`config.mk`:
```
export PLATFORM = sky130hd
export DESIGN_NAME = tacdf_ram
export DESIGN_NICKNAME = d
export VERILOG_FILES = /design/src/hdl/tacdf_ram.sv
export SDC_FILE = /design/constraint.sdc
export NUM_CORES = 1
export LEC_CHECK = 0
export BUFFER_PORTS_ARGS = -buffer_cell sky130_fd_sc_hd__buf_2
export CAP_MARGIN = 10
export CORE_MARGIN = 2
export CORE_UTILIZATION = 59
export CTS_BUF_LIST = sky130_fd_sc_hd__clkbuf_2
export CTS_CLUSTER_SIZE = 14
export DETAILED_ROUTE_END_ITERATION = 8
export GPL_ROUTABILITY_DRIVEN = 0
export HOLD_SLACK_MARGIN = 0.02
export PLACE_DENSITY = 0.77
export SYNTH_ARGS = -nofsm -noshare
export SYNTH_HDL_FRONTEND = slang
export SYNTH_SLANG_ARGS = --single-unit
```
`constraint.sdc`:
```
create_clock -name clk -period 6.1 [get_ports clk]
set_input_delay 0.915 -clock clk [delete_from_list [all_inputs] [get_ports clk]]
set_output_delay 0.915 -clock clk [all_outputs]
set_load 0.01 [all_outputs]
```
`src/hdl/tacdf_ram.sv`:
```
// Generic single-port-write, registered-read RAM.
`default_nettype none
module tacdf_ram #(
	parameter int WIDTH = 8,
	parameter int DEPTH = 64
) (
	input  wire logic                     clk,
	input  wire logic                     we,
	input  wire logic [$clog2(DEPTH)-1:0] waddr,
	input  wire logic [WIDTH-1:0]         wdata,
	input  wire logic [$clog2(DEPTH)-1:0] raddr,
	output logic      [WIDTH-1:0]         rdata
);
	logic [WIDTH-1:0] mem [DEPTH];

	// write and registered read
	always_ff @(posedge clk) begin
		if (we) mem[waddr] <= wdata;
		rdata <= mem[raddr];
	end
endmodule
`default_nettype wire

```
==> results.tsv <==
stage	metric	value	unit
worst_setup_path	CP Cell Sequence	clkbuf_8 > buf_4 > mux4_2 > mux4_2 > o21ai_1 > o41ai_1	
place	Placement Setup Slack	2.099	ns
clocking	clock slew at reported path FFs	0.12	ns
worst_setup_path	CP Class	in -> reg	
global_routing	grt total ovfl	0	
logic_synthesis	Synth Instances	940	
die	area of the die	35680	sq um
sta	unrepaired setup endpoints after global routing	false	
sta	Setup Skew	0.08644	ns
power	maximum VDD drop	0.2098	mV
logic_synthesis	Post-Syn Area	20170	sq um
run_status	outcome	finished, final reports clean	
die	FP Rows	67	
worst_setup_path	critical path required time	6.99	ns
worst_setup_path	delay of the slowest critical-path stage	0.76	ns
finish	Area Overhead vs Synth	7.818	%
worst_setup_path	CP Max Fanout	73	
sta	Final min period	2.932	ns
worst_setup_path	CP top delay family	buffers and inverters	
finish	Total Nets Final	1069	
clocking	post-CTS setup buffers	0	
clocking	# hold bufs at CTS	0	
clocking	H-tree depth	3	
sta	fin worst setup slack	3.168	ns
routing	WL/cell	26.27	um
logic_synthesis	Yosys warning count	0	
routing	via count	9943	
clocking	root buffer cell	clkbuf_2	
clocking	post-CTS sizing	0	
sta	Setup violations, final	0	
clocking	Num CTS Buffers	119	
routing	Routed Antenna Nets	0	
worst_setup_path	startpoint types	input port	
power	pwr dens	295.8	nW/um^2
finish	ratio of cells with drive above 1 in the final layout	31.68	%
finish	fillcell total	2241	
routing	first drt pass iteration count	5	
die	DIE WIDTH	188.9	um
logic_synthesis	sequential area share after synthesis	77.03	%
routing	initial detailed-routing violation count	1215	
finish	Final Util	64.68	%
global_routing	gr usage total	24.28	%
worst_setup_path	cell mode on critical path	mux4_2	
sta	period utilization	48.07	%
clocking	Clk Latency, worst-skew pair	1.02	ns
worst_setup_path	CP endpoint kind	flop	
routing	vias per inst	6.203	
worst_setup_path	Crit path arrival time	3.82	ns
sta	highest clock rate	341.0	MHz
global_routing	number of global-route vias before repair	10190	
place	port bufs	29	
routing	Routed WL	42110	um
die	Die H	188.9	um
job	max_cap viols	0	
global_routing	first-pass GRT wire length	62610	um
global_routing	largest net degree at the start of global routing	74	
place	Post-DP HPWL	24960	um
routing	DRC viols	0	
logic_synthesis	number of distinct library cells after synthesis	40	
die	Top Ports	30	
worst_setup_path	crit path buf inv count	2	
clocking	clock sinks	520	
logic_synthesis	syn_nets	962	
sta	setup TNS	0	ns
sta	Slew HR	18.01	%
die	Starting Density	59.99	%
clocking	Max Root-Sink Buffers	3	
sta	final-report max-slew violation count	0	
power	Lkg Pwr	6.946	nW
global_routing	initial antenna violation count	2	
sta	final hold violations	0	
logic_synthesis	Mean Syn Cell Area	21.45	sq um
die	CORE AREA	33620	sq um
sta	Slew @ Worst Pin	1.230	ns
worst_setup_path	crit path max-delay cell type	buf_4	
logic_synthesis	register bit total from synthesis	520	
min_path	HP Class	in -> reg	
clocking	CTS tree	yes	
## synthesized netlist by cell type
| cell type | count | area [sq um] |
|---|---|---|
| o221ai_1 | 8 | 70.07 |
| o2bb2ai_1 | 3 | 26.28 |
| buf_4 | 13 | 97.59 |
| o21ai_1 | 2 | 10.01 |
| nand4_1 | 2 | 12.51 |
| o2111ai_1 | 3 | 26.28 |
| nand2_1 | 19 | 71.32 |
| o311ai_1 | 1 | 8.760 |
| buf_6 | 4 | 45.04 |
| o21a_1 | 2 | 15.01 |
| edfxtp_1 | 512 | 15370 |
| nand3b_1 | 3 | 22.52 |
| or3_1 | 1 | 6.260 |
| clkbuf_1 | 17 | 63.81 |
| nor4_1 | 2 | 12.51 |
| mux2i_1 | 23 | 230.2 |
| nand2b_1 | 7 | 43.79 |
| buf_2 | 11 | 55.05 |
| o32ai_1 | 2 | 17.52 |
| a2111oi_0 | 2 | 17.52 |
| nor2b_1 | 14 | 87.58 |
| a31oi_1 | 1 | 6.260 |
| nand3_1 | 13 | 65.06 |
| o41ai_1 | 2 | 17.52 |
| o221a_2 | 2 | 22.52 |
| a21oi_1 | 3 | 15.01 |
| mux2_2 | 13 | 146.4 |
| a221oi_1 | 6 | 52.55 |
| nand4b_1 | 1 | 8.760 |
| and2_1 | 1 | 6.260 |
| dfxtp_1 | 8 | 160.2 |
| a211oi_1 | 4 | 30.03 |
| buf_1 | 4 | 15.01 |
| nor2_1 | 83 | 311.6 |
| a22oi_1 | 3 | 22.52 |
| mux4_2 | 126 | 2838 |
| nor3_1 | 7 | 35.03 |
| buf_12 | 2 | 40.04 |
| o21ai_0 | 2 | 10.01 |
| o22ai_1 | 8 | 50.05 |
## cells in the final DEF (no fill, tap or decap), types with 3 or more instances in the layout
cell type and n:
a211oi_1 4, a21oi_1 3, a221oi_1 6, a22oi_1 3, buf_2 26, buf_4 10, clkbuf_2 178, clkinv_1 37
clkinv_2 3, dfxtp_1 8, diode_2 6, edfxtp_1 512, mux2_2 13, mux2i_1 23, mux4_2 126, nand2_1 19
nand2b_1 7, nand3_1 13, nand3b_1 3, nor2_1 83, nor2b_1 14, nor3_1 7, o2111ai_1 3, o221ai_1 8
o22ai_1 8, o2bb2ai_1 3
## registers in the layout (all words and copies together), names as in the netlist
| signal | flops |
|---|---|
| rdata | 8 |
| mem | 512 |
## worst paths after layout
check / from / to / slack [ns] / cells past startpoint
max: raddr[0] / rdata[3] / 3.17 / 6
min: raddr[5] / rdata[2] / 0.32 / 3
max reg2reg: mem[17][4] / rdata[4] / 3.67 / 5
min reg2reg: mem[35][0] / rdata[0] / 0.86 / 4
## power breakdown
part | leakage (nW) | switching (mW) | internal [mW] | total [mW]
sequential | 4.67 | 0.0102 | 3.95 | 3.96
combinational | 1.44 | 0.215 | 0.128 | 0.343
clock | 0.836 | 1.30 | 0.828 | 2.13
total | 6.95 | 1.53 | 4.91 | 6.43
## through the flow
| stage | cells | hold slack, ns | instance area, sq um | power, mW |
|---|---|---|---|---|
| after global routing | 1599 | 0.3119 | 21730 | 6.649 |
| after CTS | 1597 | 0.2558 | 21730 | 6.474 |
| after global placement | 1374 | 0.8282 | 20630 | 4.377 |
| after floorplan | 940 | 0.7183 | 20170 | 4.250 |
| after detailed placement | 1374 | 0.8617 | 20630 | 4.386 |
| final | 1603 | 0.3211 | 21740 | 6.433 |
## layout make-up
class	count	area (sq um)	area share, %
Sequential cell	520	15530	71.45
Timing Repair Buffer	37	219.0	1.007
Tap cell	448	560.5	2.578
Multi-Input combinational cell	369	4315	19.85
Antenna cell	6	15.01	0.06905
Clock buffer	178	890.9	4.097
Clock inverter	45	207.7	0.9552
## kinds of logic (layout without fill, tap and decap cells)
group | after synthesis | count (layout) | share of synthesized area, %
and+or+nand+nor | 153 | 153 | 3.387
AOI/OAI and AO/OA | 54 | 54 | 2.072
muxes | 162 | 162 | 15.94
other | 0 | 6 | 0
DFF | 520 | 520 | 77.03
buffers and inverters | 51 | 260 | 1.570
## layer usage
metal,global-route usage (%),wire [um],up-vias
met1,33.14,16000,5096
met4,8.804,951,0
met2,39.34,21120,536
met3,5.431,4043,84
met5,0,0,-
li1,-,-,4227
## worst register-to-register path, delay by kind of cell, from the launching register on
kind            cells  cell delay (ns)
compound gates      2             0.46
mux                 2             0.76
simple gates        1             0.61
flops               1             0.42
Note: power is estimated with default switching activity, not from simulation.
